[src/sv/vmx_pkg.sv]
// Package with opcodes, memory codes, states and the controller/datapath structs.
`default_nettype none
package vmx_pkg;
  localparam int unsigned DataW = 32;
  localparam logic [7:0] ByteMask = 8'hFF;

  typedef enum logic [5:0] {
    OP_MOV = 6'd0, OP_SET = 6'd3, OP_LD = 6'd5, OP_BLD = 6'd7, OP_ST = 6'd8,
    OP_BST = 6'd10, OP_ADD = 6'd11, OP_SUB = 6'd13, OP_MUL = 6'd15,
    OP_DIV = 6'd17, OP_MOD = 6'd19, OP_OR = 6'd20, OP_AND = 6'd21,
    OP_XOR = 6'd22, OP_NOT = 6'd23, OP_SHL = 6'd24, OP_SHR = 6'd25,
    OP_CMP = 6'h1A, OP_JZ = 6'd28, OP_JNZ = 6'd29, OP_JC = 6'd30,
    OP_JNC = 6'd31, OP_JBE = 6'd32, OP_JA = 6'd33, OP_JMP = 6'd34,
    OP_JMPR = 6'd35, OP_HALT = 6'h24, OP_RET = 6'd37
  } opcode_t;

  typedef enum logic [2:0] {
    MEM_NONE = 3'd0, MEM_RD_WORD = 3'd1, MEM_RD_BYTE = 3'd2,
    MEM_WR_WORD = 3'd3, MEM_WR_BYTE = 3'd4
  } mem_op_t;

  typedef enum logic [2:0] {
    ST_IDLE, ST_READ, ST_EXEC, ST_DIV, ST_WRITE, ST_OUT
  } state_t;

  typedef struct packed {
    logic capture;   // take the input beat
    logic read_ops;  // latch operands from the register file
    logic exec;      // operations other than div and mod
    logic div_start; // load the divider
    logic div_step;  // one quotient bit
    logic write;     // commit result and build output
  } dp_cmd_t;

  typedef struct packed {
    logic is_div;
    logic div_done;
  } dp_status_t;
endpackage
`default_nettype wire

[src/sv/vmx_if.sv]
// Valid/ready channel interfaces for instruction and result beats.
`default_nettype none
interface vmx_in_if;
  logic        valid;
  logic        ready;
  logic [5:0]  command;
  logic [3:0]  dst_reg;
  logic [3:0]  src_reg;
  logic [31:0] immediate;
  modport source (output valid, command, dst_reg, src_reg, immediate, input ready);
  modport sink (input valid, command, dst_reg, src_reg, immediate, output ready);
endinterface

interface vmx_out_if;
  logic        valid;
  logic        ready;
  logic        pc_load;
  logic [31:0] pc_target;
  logic [2:0]  mem_op;
  logic [31:0] mem_address;
  logic [31:0] mem_wdata;
  logic        zero_flag;
  logic        carry_flag;
  logic        div_error;
  logic        halted;
  modport source (output valid, pc_load, pc_target, mem_op, mem_address, mem_wdata,
                  zero_flag, carry_flag, div_error, halted, input ready);
  modport sink (input valid, pc_load, pc_target, mem_op, mem_address, mem_wdata,
                zero_flag, carry_flag, div_error, halted, output ready);
endinterface
`default_nettype wire

[src/sv/vmx_ctrl.sv]
// Controller state machine that sequences one instruction through the datapath.
`default_nettype none
module vmx_ctrl
  import vmx_pkg::*;
(
  input  wire logic       clk,
  input  wire logic       rst_n,
  input  wire logic       in_valid,
  output logic            in_ready,
  output logic            out_valid,
  input  wire logic       out_ready,
  input  wire dp_status_t status,
  output dp_cmd_t         cmd
);
  state_t state_r, state_nxt;

  always_ff @(posedge clk) begin
    if (!rst_n) state_r <= ST_IDLE;
    else        state_r <= state_nxt;
  end

  always_comb begin
    state_nxt = state_r;
    cmd       = '0;
    in_ready  = 1'b0;
    out_valid = 1'b0;
    unique case (state_r)
      ST_IDLE: begin
        in_ready = 1'b1;
        if (in_valid) begin
          cmd.capture = 1'b1;
          state_nxt   = ST_READ;
        end
      end
      ST_READ: begin
        cmd.read_ops = 1'b1;
        state_nxt    = ST_EXEC;
      end
      ST_EXEC: begin
        if (status.is_div) begin
          cmd.div_start = 1'b1;
          state_nxt     = ST_DIV;
        end else begin
          cmd.exec  = 1'b1;
          state_nxt = ST_WRITE;
        end
      end
      ST_DIV: begin
        cmd.div_step = 1'b1;
        if (status.div_done) state_nxt = ST_WRITE;
      end
      ST_WRITE: begin
        cmd.write = 1'b1;
        state_nxt = ST_OUT;
      end
      ST_OUT: begin
        out_valid = 1'b1;
        // The output register frees as the beat leaves, so the next beat may enter.
        in_ready  = out_ready;
        if (out_ready) begin
          if (in_valid) begin
            cmd.capture = 1'b1;
            state_nxt   = ST_READ;
          end else begin
            state_nxt = ST_IDLE;
          end
        end
      end
      default: state_nxt = ST_IDLE;
    endcase
  end
endmodule
`default_nettype wire

[src/sv/vmx_datapath.sv]
// Datapath: register file, flags, ALU, shared bit-serial divider, result register.
`default_nettype none
module vmx_datapath
  import vmx_pkg::*;
#(
  parameter int unsigned NUM_REGS = 16
) (
  input  wire logic        clk,
  input  wire logic        rst_n,
  input  wire dp_cmd_t     cmd,
  output dp_status_t       status,
  input  wire logic [5:0]  in_command,
  input  wire logic [3:0]  in_dst_reg,
  input  wire logic [3:0]  in_src_reg,
  input  wire logic [31:0] in_immediate,
  output logic             out_pc_load,
  output logic [31:0]      out_pc_target,
  output logic [2:0]       out_mem_op,
  output logic [31:0]      out_mem_address,
  output logic [31:0]      out_mem_wdata,
  output logic             out_zero_flag,
  output logic             out_carry_flag,
  output logic             out_div_error,
  output logic             out_halted
);
  localparam int unsigned IdxW = (NUM_REGS > 1) ? $clog2(NUM_REGS) : 1;

  logic [DataW-1:0] regs_r [NUM_REGS];
  logic             zero_r, carry_r, byte_pend_r;
  logic [5:0]       op_r;
  logic [3:0]       d_r, s_r;
  logic [31:0]      imm_r, a_r, b_r, res_r;
  logic             wr_en_r, wr_src_r, derr_r;
  logic [31:0]      quo_r, rem_r;
  logic [5:0]       cnt_r;
  logic [32:0]      rem_sh;
  logic [31:0]      a_rd, b_rd, diff;
  logic [31:0]      alu_res;
  logic             alu_wr, alu_to_src, take_jmp;
  logic             pc_load_nxt;
  logic [31:0]      pc_target_nxt, mem_addr_nxt, mem_wdata_nxt;
  mem_op_t          mem_op_nxt;

  assign diff = a_r - b_r;
  assign rem_sh = {rem_r, quo_r[31]};
  assign status.is_div = (op_r == OP_DIV) || (op_r == OP_MOD);
  assign status.div_done = (cnt_r == 6'd32) || (b_r == '0);

  function automatic logic [31:0] rd_reg(input logic [3:0] idx,
                                         input logic [DataW-1:0] rf [NUM_REGS]);
    logic [31:0] v;
    v = '0;
    if ({28'd0, idx} < 32'(NUM_REGS)) v = rf[IdxW'(idx)];
    return v;
  endfunction

  assign a_rd = rd_reg(d_r, regs_r);
  assign b_rd = rd_reg(s_r, regs_r);

  // ALU result and whether it goes back to the register file.
  always_comb begin
    alu_res    = '0;
    alu_wr     = 1'b1;
    alu_to_src = 1'b0;
    case (opcode_t'(op_r))
      OP_MOV: alu_res = b_r;
      OP_SET: alu_res = imm_r;
      OP_ADD: alu_res = a_r + b_r;
      OP_SUB: alu_res = diff;
      OP_MUL: alu_res = 32'(a_r * b_r);
      OP_OR:  alu_res = a_r | b_r;
      OP_AND: alu_res = a_r & b_r;
      OP_XOR: alu_res = a_r ^ b_r;
      OP_NOT: begin
        alu_res    = ~b_r;
        alu_to_src = 1'b1;
      end
      OP_SHL: alu_res = (b_r >= 32'd32) ? '0 : a_r << b_r[4:0];
      OP_SHR: alu_res = (b_r >= 32'd32) ? '0 : a_r >> b_r[4:0];
      OP_RET: alu_res = byte_pend_r ? {24'd0, imm_r[7:0] & ByteMask} : imm_r;
      default: alu_wr = 1'b0;
    endcase
  end

  // Jump and memory request fields of the result beat.
  always_comb begin
    take_jmp      = 1'b0;
    pc_load_nxt   = 1'b0;
    pc_target_nxt = '0;
    mem_op_nxt    = MEM_NONE;
    mem_addr_nxt  = '0;
    mem_wdata_nxt = '0;
    case (opcode_t'(op_r))
      OP_LD: begin
        mem_op_nxt   = MEM_RD_WORD;
        mem_addr_nxt = b_r;
      end
      OP_BLD: begin
        mem_op_nxt   = MEM_RD_BYTE;
        mem_addr_nxt = b_r;
      end
      OP_ST: begin
        mem_op_nxt    = MEM_WR_WORD;
        mem_addr_nxt  = a_r;
        mem_wdata_nxt = b_r;
      end
      OP_BST: begin
        mem_op_nxt    = MEM_WR_BYTE;
        mem_addr_nxt  = a_r;
        mem_wdata_nxt = {24'd0, b_r[7:0]};
      end
      OP_JZ:  take_jmp = zero_r;
      OP_JNZ: take_jmp = !zero_r;
      OP_JC:  take_jmp = carry_r;
      OP_JNC: take_jmp = !carry_r;
      OP_JBE: take_jmp = zero_r || carry_r;
      OP_JA:  take_jmp = carry_r && !zero_r;
      OP_JMP: take_jmp = 1'b1;
      OP_JMPR: begin
        pc_load_nxt   = 1'b1;
        pc_target_nxt = a_r;
      end
      default: take_jmp = 1'b0;
    endcase
    if (take_jmp) begin
      pc_load_nxt   = 1'b1;
      pc_target_nxt = imm_r;
    end
  end

  always_ff @(posedge clk) begin
    if (!rst_n) begin
      for (int i = 0; i < int'(NUM_REGS); i++) regs_r[i] <= '0;
      zero_r      <= 1'b0;
      carry_r     <= 1'b0;
      byte_pend_r <= 1'b0;
      wr_en_r     <= 1'b0;
    end else begin
      if (cmd.capture) begin
        op_r  <= in_command;
        d_r   <= in_dst_reg;
        s_r   <= in_src_reg;
        imm_r <= in_immediate;
      end
      if (cmd.read_ops) begin
        a_r <= a_rd;
        b_r <= b_rd;
      end
      if (cmd.div_start) begin
        quo_r   <= a_r;
        rem_r   <= '0;
        cnt_r   <= '0;
        wr_en_r <= (b_r != '0);
        derr_r  <= (b_r == '0);
        wr_src_r <= 1'b0;
      end
      if (cmd.div_step && !status.div_done) begin
        if (rem_sh >= {1'b0, b_r}) begin
          rem_r <= 32'(rem_sh - {1'b0, b_r});
          quo_r <= {quo_r[30:0], 1'b1};
        end else begin
          rem_r <= rem_sh[31:0];
          quo_r <= {quo_r[30:0], 1'b0};
        end
        cnt_r <= cnt_r + 6'd1;
      end
      if (cmd.exec) begin
        wr_en_r  <= alu_wr;
        wr_src_r <= alu_to_src;
        derr_r   <= 1'b0;
        res_r    <= alu_res;
        if (op_r == OP_CMP) begin
          zero_r  <= (diff == '0);
          carry_r <= (diff != '0) && diff[31];
        end
        if (op_r == OP_LD || op_r == OP_RET) byte_pend_r <= 1'b0;
        if (op_r == OP_BLD) byte_pend_r <= 1'b1;
      end
      if (cmd.write) begin
        if (wr_en_r) begin
          if (wr_src_r) begin
            if ({28'd0, s_r} < 32'(NUM_REGS)) regs_r[IdxW'(s_r)] <= res_r;
          end else if ({28'd0, d_r} < 32'(NUM_REGS)) begin
            regs_r[IdxW'(d_r)] <= (op_r == OP_DIV) ? quo_r :
                                  (op_r == OP_MOD) ? rem_r : res_r;
          end
        end
        wr_en_r <= 1'b0;
      end
    end
  end

  // Result register, built at commit.
  always_ff @(posedge clk) begin
    if (cmd.write) begin
      out_pc_load     <= pc_load_nxt;
      out_pc_target   <= pc_target_nxt;
      out_mem_op      <= mem_op_nxt;
      out_mem_address <= mem_addr_nxt;
      out_mem_wdata   <= mem_wdata_nxt;
      out_halted      <= (op_r == OP_HALT);
      out_div_error   <= status.is_div && derr_r;
      out_zero_flag   <= zero_r;
      out_carry_flag  <= carry_r;
    end
  end
endmodule
`default_nettype wire

[src/sv/vm_integer_execute_unit.sv]
// An input beat passes the controller states read, exec and write before its result
// beat is offered in the out state; div and mod go from exec to the divider state,
// one quotient bit per cycle, and skip the division steps on a zero divisor. The next
// input beat is taken only as the result leaves; one instruction at a time.
// Reset (synchronous, rst_n low) clears the register file, both flags and the
// pending byte-load bit.
`default_nettype none
module vm_integer_execute_unit
  import vmx_pkg::*;
#(
  parameter int unsigned NUM_REGS = 16
) (
  input wire logic clk,
  input wire logic rst_n,
  vmx_in_if.sink   in_ch,
  vmx_out_if.source out_ch
);
  dp_cmd_t    cmd;
  dp_status_t status;

  vmx_ctrl u_ctrl (
    .clk       (clk),
    .rst_n     (rst_n),
    .in_valid  (in_ch.valid),
    .in_ready  (in_ch.ready),
    .out_valid (out_ch.valid),
    .out_ready (out_ch.ready),
    .status    (status),
    .cmd       (cmd)
  );

  vmx_datapath #(.NUM_REGS(NUM_REGS)) u_dp (
    .clk             (clk),
    .rst_n           (rst_n),
    .cmd             (cmd),
    .status          (status),
    .in_command      (in_ch.command),
    .in_dst_reg      (in_ch.dst_reg),
    .in_src_reg      (in_ch.src_reg),
    .in_immediate    (in_ch.immediate),
    .out_pc_load     (out_ch.pc_load),
    .out_pc_target   (out_ch.pc_target),
    .out_mem_op      (out_ch.mem_op),
    .out_mem_address (out_ch.mem_address),
    .out_mem_wdata   (out_ch.mem_wdata),
    .out_zero_flag   (out_ch.zero_flag),
    .out_carry_flag  (out_ch.carry_flag),
    .out_div_error   (out_ch.div_error),
    .out_halted      (out_ch.halted)
  );
endmodule
`default_nettype wire

[src/flat_wrapper.sv]
// flat-port wrapper written by rule: the top's interface ports become plain ports
module vm_integer_execute_unit_flat import vmx_pkg::*;
#(
  parameter int unsigned NUM_REGS = 16
)
  (clk, rst_n, in_ch_valid, in_ch_command, in_ch_dst_reg, in_ch_src_reg, in_ch_immediate, in_ch_ready, out_ch_valid, out_ch_pc_load, out_ch_pc_target, out_ch_mem_op, out_ch_mem_address, out_ch_mem_wdata, out_ch_zero_flag, out_ch_carry_flag, out_ch_div_error, out_ch_halted, out_ch_ready);
  vmx_in_if in_ch_i ();
  vmx_out_if out_ch_i ();
  input wire logic clk;
  input wire logic rst_n;
  input wire logic [$bits(in_ch_i.valid)-1:0] in_ch_valid;
  input wire logic [$bits(in_ch_i.command)-1:0] in_ch_command;
  input wire logic [$bits(in_ch_i.dst_reg)-1:0] in_ch_dst_reg;
  input wire logic [$bits(in_ch_i.src_reg)-1:0] in_ch_src_reg;
  input wire logic [$bits(in_ch_i.immediate)-1:0] in_ch_immediate;
  output wire logic [$bits(in_ch_i.ready)-1:0] in_ch_ready;
  output wire logic [$bits(out_ch_i.valid)-1:0] out_ch_valid;
  output wire logic [$bits(out_ch_i.pc_load)-1:0] out_ch_pc_load;
  output wire logic [$bits(out_ch_i.pc_target)-1:0] out_ch_pc_target;
  output wire logic [$bits(out_ch_i.mem_op)-1:0] out_ch_mem_op;
  output wire logic [$bits(out_ch_i.mem_address)-1:0] out_ch_mem_address;
  output wire logic [$bits(out_ch_i.mem_wdata)-1:0] out_ch_mem_wdata;
  output wire logic [$bits(out_ch_i.zero_flag)-1:0] out_ch_zero_flag;
  output wire logic [$bits(out_ch_i.carry_flag)-1:0] out_ch_carry_flag;
  output wire logic [$bits(out_ch_i.div_error)-1:0] out_ch_div_error;
  output wire logic [$bits(out_ch_i.halted)-1:0] out_ch_halted;
  input wire logic [$bits(out_ch_i.ready)-1:0] out_ch_ready;
  assign in_ch_i.valid = in_ch_valid;
  assign in_ch_i.command = in_ch_command;
  assign in_ch_i.dst_reg = in_ch_dst_reg;
  assign in_ch_i.src_reg = in_ch_src_reg;
  assign in_ch_i.immediate = in_ch_immediate;
  assign in_ch_ready = in_ch_i.ready;
  assign out_ch_valid = out_ch_i.valid;
  assign out_ch_pc_load = out_ch_i.pc_load;
  assign out_ch_pc_target = out_ch_i.pc_target;
  assign out_ch_mem_op = out_ch_i.mem_op;
  assign out_ch_mem_address = out_ch_i.mem_address;
  assign out_ch_mem_wdata = out_ch_i.mem_wdata;
  assign out_ch_zero_flag = out_ch_i.zero_flag;
  assign out_ch_carry_flag = out_ch_i.carry_flag;
  assign out_ch_div_error = out_ch_i.div_error;
  assign out_ch_halted = out_ch_i.halted;
  assign out_ch_i.ready = out_ch_ready;
  vm_integer_execute_unit #(.NUM_REGS(NUM_REGS)) u_core (.clk(clk), .rst_n(rst_n), .in_ch(in_ch_i), .out_ch(out_ch_i));
endmodule
[config.mk]
export PLATFORM = sky130hd
export DESIGN_NAME = vm_integer_execute_unit_flat
export DESIGN_NICKNAME = d
export VERILOG_FILES = /design/src/sv/vmx_pkg.sv /design/src/sv/vmx_if.sv /design/src/sv/vmx_ctrl.sv /design/src/sv/vmx_datapath.sv /design/src/sv/vm_integer_execute_unit.sv /design/src/flat_wrapper.sv
export SDC_FILE = /design/constraint.sdc
export NUM_CORES = 2
export LEC_CHECK = 0
export BUFFER_PORTS_ARGS = -buffer_cell sky130_fd_sc_hd__buf_4
export CAP_MARGIN = 0
export CORE_ASPECT_RATIO = 1.75
export CORE_MARGIN = 4
export CORE_UTILIZATION = 59
export CTS_CLUSTER_SIZE = 16
export DETAILED_ROUTE_END_ITERATION = 12
export HOLD_SLACK_MARGIN = 0.03
export PLACE_DENSITY_LB_ADDON = 0.3
export SKIP_CTS_REPAIR_TIMING = 1
export SLEW_MARGIN = 20
export SYNTH_ARGS = -nofsm -noshare
export SYNTH_HDL_FRONTEND = slang
export SYNTH_HIERARCHICAL = 1
export SYNTH_SLANG_ARGS = --single-unit
[constraint.sdc]
create_clock -name clk -period 28 [get_ports clk]
set_input_delay 2.8 -clock clk [delete_from_list [all_inputs] [get_ports clk]]
set_output_delay 2.8 -clock clk [all_outputs]
set_load 0.1 [all_outputs]
# Word level (Yosys, flattened, before mapping)
# Cells that the tools add are included.
# word_totals
ff_bits	837
in_bits	50
wordCells	193
# classes
addsub	4
n_mul	1
magnitude_cmp	6
n_eq_ne	36
n_shift	2
mux	60
bitwise_logic	7
n_reduce_logical	35
# ops
operator	count
$bwmux 512	2
$mux 32	18
$mux 512	1
$pmux 32 s12	1
$bmux 32 s4	2
$demux 32 s4	2
$pmux 32 s2	2
$eq 6x5->1 const B	13
$logic_not 32->1	2
$reduce_bool 32->1	2
$sub 32x32->32	2
$eq 6x6->1 const B	7
$ge 33x32->1	1
$add 32x32->32	1
$and 32x32->32	1
$ge 32x6->1 const B	1
$mul 32x32->32	1
$not 32->32	1
$or 32x32->32	1
$shl 32x5->32	1
$shr 32x5->32	1
$xor 32x32->32	1
$eq 6x4->1 const B	5
$mux 1	20
28 further kinds	62

# Logic depth before layout (Yosys ltp)
# logic_depth
ltp_word	7
depth_mapped	29
ltp_nobuf	27

# Hierarchy
# The synthesis kept the hierarchy.
# modules_own_cells
module	n_inst	cells_per_inst	area_each_um2	seq_area_each_um2
vmx_datapath	1	6983	68057.8	19879.1
vmx_ctrl	1	31	261.5	60.1

# Least setup slack after synthesis
# No wires, ideal clock.
# synth_timing
kind	register to register
startpoint	reg u_core.u_ctrl.state_r[0]
endpoint	reg u_core/u_dp/regs_r[119] (netlist bit)
setup_time_ns	0.116
arrival_time_ns	10.698
required_ns	27.884
setup_slack_ns	17.185
stages_incl_launch_ff	9
path_buffers	3
synth_period_minus_slack_ns	10.815
path_cell_list	dfxtp_1 buf_4 nor3b_1 nand2_1 clkbuf_1 nor2_1 clkbuf_1 nand2_1 o211a_1
# synth_rtl
element	line	source
start, declared	vmx_ctrl.sv:15	state_t state_r, state_nxt;
start signal, assigned	vmx_ctrl.sv:19	else state_r <= state_nxt;
end signal, assigned by index	vmx_datapath.sv:182	if ({28'd0, s_r} < 32'(NUM_REGS)) regs_r[IdxW'(s_r)] <= res_r;
end signal, assigned by index	vmx_datapath.sv:184	regs_r[IdxW'(d_r)] <= (op_r == OP_DIV) ? quo_r :
end, declared	vmx_datapath.sv:28	logic [DataW-1:0] regs_r [NUM_REGS];

# Worst setup path after layout
# layout_timing
startpoint	reg u_core.u_dp.a_r[0]
endpoint	reg u_core.u_dp.res_r[19] (data pin)
# layout_via
elab_chain_len	3
# layout_rtl
element	line	source
start, declared	vmx_datapath.sv:32	logic [31:0] imm_r, a_r, b_r, res_r;
start signal, assigned	vmx_datapath.sv:146	a_r <= a_rd;
parallel branches: the longest is 2 deep, another holds $mul 32x32->32	-	
$pmux 32 s12 *	vmx_datapath.sv:65	case (opcode_t'(op_r))
end signal, assigned	vmx_datapath.sv:171	res_r <= alu_res;
end, declared	vmx_datapath.sv:32	
# Every way passes the cells marked *.
# A chain may end at the register's enable or synchronous reset.

==> metrics.txt <==
Hold Path Class reg -> reg; DR iter-0 viols 8,978; CTS root buf clkbuf_16; # rows 164; nets 7,488; total track usage 0.517; drt total wl 321,000 um; worst slew pin tran 1.32 ns; unrepaired setup endpoints after global routing false; I/O pin count 156; final worst slack 18.45 ns; number of synthesized flops with an enable pin 318; Max Buffers Root-to-Sink 3; fin cells 8,357; clock slew at reported path FFs 0.07 ns; worst skew pair latency 0.74 ns; clock skew 0.0565 ns; CTS tree yes; synthesized flop and latch total 837; commonest non-fill, non-tap cell in the layout nand2_1; synth warn 6; DRT Pass-1 Iters 9; outcome completed; Cell Count Post-Placement 8,178; CP Capture Type flop; DR vias 64,100; Chip Width 265 um; Worst VDD drop 0.000376 V; FILL cells 9,325; vias per cell 7.67; Max-Cap Viols 0; Hold Path Depth 0; largest net degree at the start of global routing 215; most frequent cells in the layout nand2_1, a22oi_1, dfxtp_1, o211a_1, nor2_1; asr flop ratio synth 0; critical path data required time 28.43 ns; Post-Route Setup TNS 0 ns; I/O Buffers 155; number of global-route vias before repair 64,600; die height 458 um; hold wc startpoint u_core/u_dp/zero_r$_SDFFE_PN0P_; pre-CTS setup slack 19.02 ns; fin crit share 0.341; CP Launch Type flop; synthesized area per cell 9.74 um^2; Congestion Overflow GR 0; Final ANT Viol Nets 0; H-Tree Depth 3; Worst Setup SP u_core/u_dp/a_r[0]$_DFFE_PP_; data arrival time of the critical path 9.97 ns; Worst slew margin 0.121; synthesized instance count 7,014; fraction of layout cells with a size suffix above 1 0.141; Area Growth Syn to Fin 7.85%; Fin. Hold Viols 0; post-synth cell types 104; Period minus WS final 9.55 ns; RR Startpoint u_core/u_dp/a_r[0]$_DFFE_PP_; cts bufs inserted 84; first-pass GRT wire length 451,000 um; CTS sink count 837; DP Wirelength 216,000 um; Power per Cell Area 149 nW/um^2; Synth area leader dfxtp_1; top post-synthesis cells by area dfxtp_1, edfxtp_1, fa_1; initial antenna violation count 25; multi-input logic area 44,700 um^2; starting density of the core 0.597; die area 122,000 um^2; Final setup viols 0; syn_nets 7,728; RR Endpoint u_core/u_dp/res_r[19]$_SDFFCE_PN0P_; Fmax 105 MHz; Reg2Reg Setup Slack 18.45 ns; FF-to-FF path depth 25; crit-path max FO 16; Slew Limit Fails 0; final routed DRC violation total 0; Mapped Area 68,300 um^2; Final GP Congestion 1.08; Endpoint, Worst Hold u_core/u_dp/out_zero_flag$_DFFE_PP_; ys flop type dfxtp_1; register area 19,900 um^2; WL/cell 38.4 um; Crit Path Category reg -> reg; sequential area share after synthesis 0.292; Leak 33.6 nW; Placeable Area 115,000 um^2; post-synth top area share 0.152
worst max path at each step:
| stage | to | slack (ns) | depth (start not counted) |
|---|---|---|---|
| 2_1_floorplan | u_core/u_dp/regs_r[119]$_SDFFE_PN0P_ | 17.19 | 8 |
| 3_3_place_gp | u_core/u_dp/res_r[31]$_SDFFCE_PN0P_ | 19.05 | 25 |
| 3_5_place_dp | u_core/u_dp/res_r[19]$_SDFFCE_PN0P_ | 19.02 | 25 |
| 4_1_cts | u_core/u_dp/res_r[19]$_SDFFCE_PN0P_ | 18.99 | 25 |
| 5_1_grt | u_core/u_dp/res_r[31]$_SDFFCE_PN0P_ | 18.59 | 26 |
| 6_report | u_core/u_dp/res_r[19]$_SDFFCE_PN0P_ | 18.45 | 25 |
power breakdown:
part	internal, mW	total [mW]	leakage, nW	switching (mW)
logic	2.98	8.45	25.1	5.47
registers	1.28	1.31	7.08	0.0223
clock network	0.645	1.20	1.38	0.555
logic make-up after synthesis:
| family | synth area share |
|---|---|
| flip-flops | 0.292 |
| adder cells (fa/ha/maj) | 0.167 |
| AO/OA/AOI/OAI | 0.217 |
| buffers and inverters | 0.0606 |
| XOR/XNOR | 0.0179 |
| multiplexers | 0.128 |
| AND/OR/NAND/NOR | 0.118 |
cell type report:
cell class                      count  share of cell area
Multi-Input combinational cell   5083               0.607
Sequential cell                   837               0.271
Timing Repair Buffer              369              0.0383
Clock buffer                      126              0.0339
Tap cell                         1494              0.0254
Inverter                          399              0.0203
Clock inverter                     29             0.00419
Antenna cell                       20            0.000679
synth_stat cells, types with 10 or more instances:
master / count
o211ai_1: 19
o21ai_0: 197
a221o_1: 11
a221oi_1: 34
mux2i_1: 122
o22ai_1: 32
edfxtp_1: 318
xnor2_1: 99
ha_1: 253
mux2_2: 11
a22oi_1: 522
nor2b_1: 40
inv_1: 368
nand4_1: 21
o21bai_1: 20
nand2b_1: 50
a211oi_1: 28
fa_1: 411
nor3_1: 78
a21o_1: 39
o21ai_1: 25
o21a_1: 15
and2_1: 50
o2111ai_1: 16
xor2_1: 41
dfxtp_1: 519
nand3_1: 32
buf_2: 18
or3_1: 10
nor4_1: 17
a21oi_1: 237
a22o_1: 69
a31oi_1: 19
o211a_1: 518
o221ai_1: 28
nand2_1: 1051
nor2_1: 495
mux4_2: 330
clkinv_1: 27
clkbuf_1: 581
buf_1: 93
and3_1: 16
nand3b_1: 10
worst max-delay path: stages (launching register included):
cell and delay, ns:
edfxtp_1 1.23, clkinv_1 0.95, buf_4 0.49, nor2_1 0.17
ha_1 0.18, inv_1 0.05, fa_1 0.41, fa_1 0.49
inv_1 0.05, fa_1 0.43, ha_1 0.29, ha_1 0.30
inv_1 0.07, fa_1 0.42, fa_1 0.49, inv_1 0.04
ha_1 0.20, nor3_1 0.24, nand2b_1 0.08, o21ai_0 0.41
o21ai_1 0.34, a31o_2 0.35, xnor2_1 0.29, nor2_1 0.09
a2111oi_0 0.85, o221ai_1 0.28
state kept, by name (all words and copies together), names as in the netlist, 3 cells and up:
signal	cells
u_core/u_dp/out_mem_wdata	32
u_core/u_dp/op_r	6
u_core/u_dp/d_r	4
u_core/u_dp/b_r	32
u_core/u_dp/res_r	32
u_core/u_dp/out_mem_address	32
u_core/u_ctrl/state_r	3
u_core/u_dp/out_pc_target	32
u_core/u_dp/cnt_r	6
u_core/u_dp/a_r	32
u_core/u_dp/imm_r	32
u_core/u_dp/out_mem_op	3
u_core/u_dp/s_r	4
u_core/u_dp/quo_r	32
u_core/u_dp/regs_r	512
u_core/u_dp/rem_r	32
per-stage QoR:
stage	area (um^2)	hold slack, ns	utilization	total power [mW]
final	73700	0.488	0.644	11.0
after global routing	73600	0.502	0.643	11.5
after CTS	73600	0.487	0.643	10.6
after detailed placement	70800	0.470	0.618	9.41
after global placement	70700	0.470	0.618	9.46
after floorplan	68300	0.445	-	6.35
metal layers:
layer | vias up | GRT usage | wire [um]
met3 | 2420 | 0.171 | 38700
met5 | - | 0 | 14
li1 | 25000 | - | -
met1 | 31100 | 0.522 | 92400
met4 | 2 | 0.576 | 47100
met2 | 5560 | 0.791 | 143000
No activity file was read; power rests on OpenSTA's default activity.
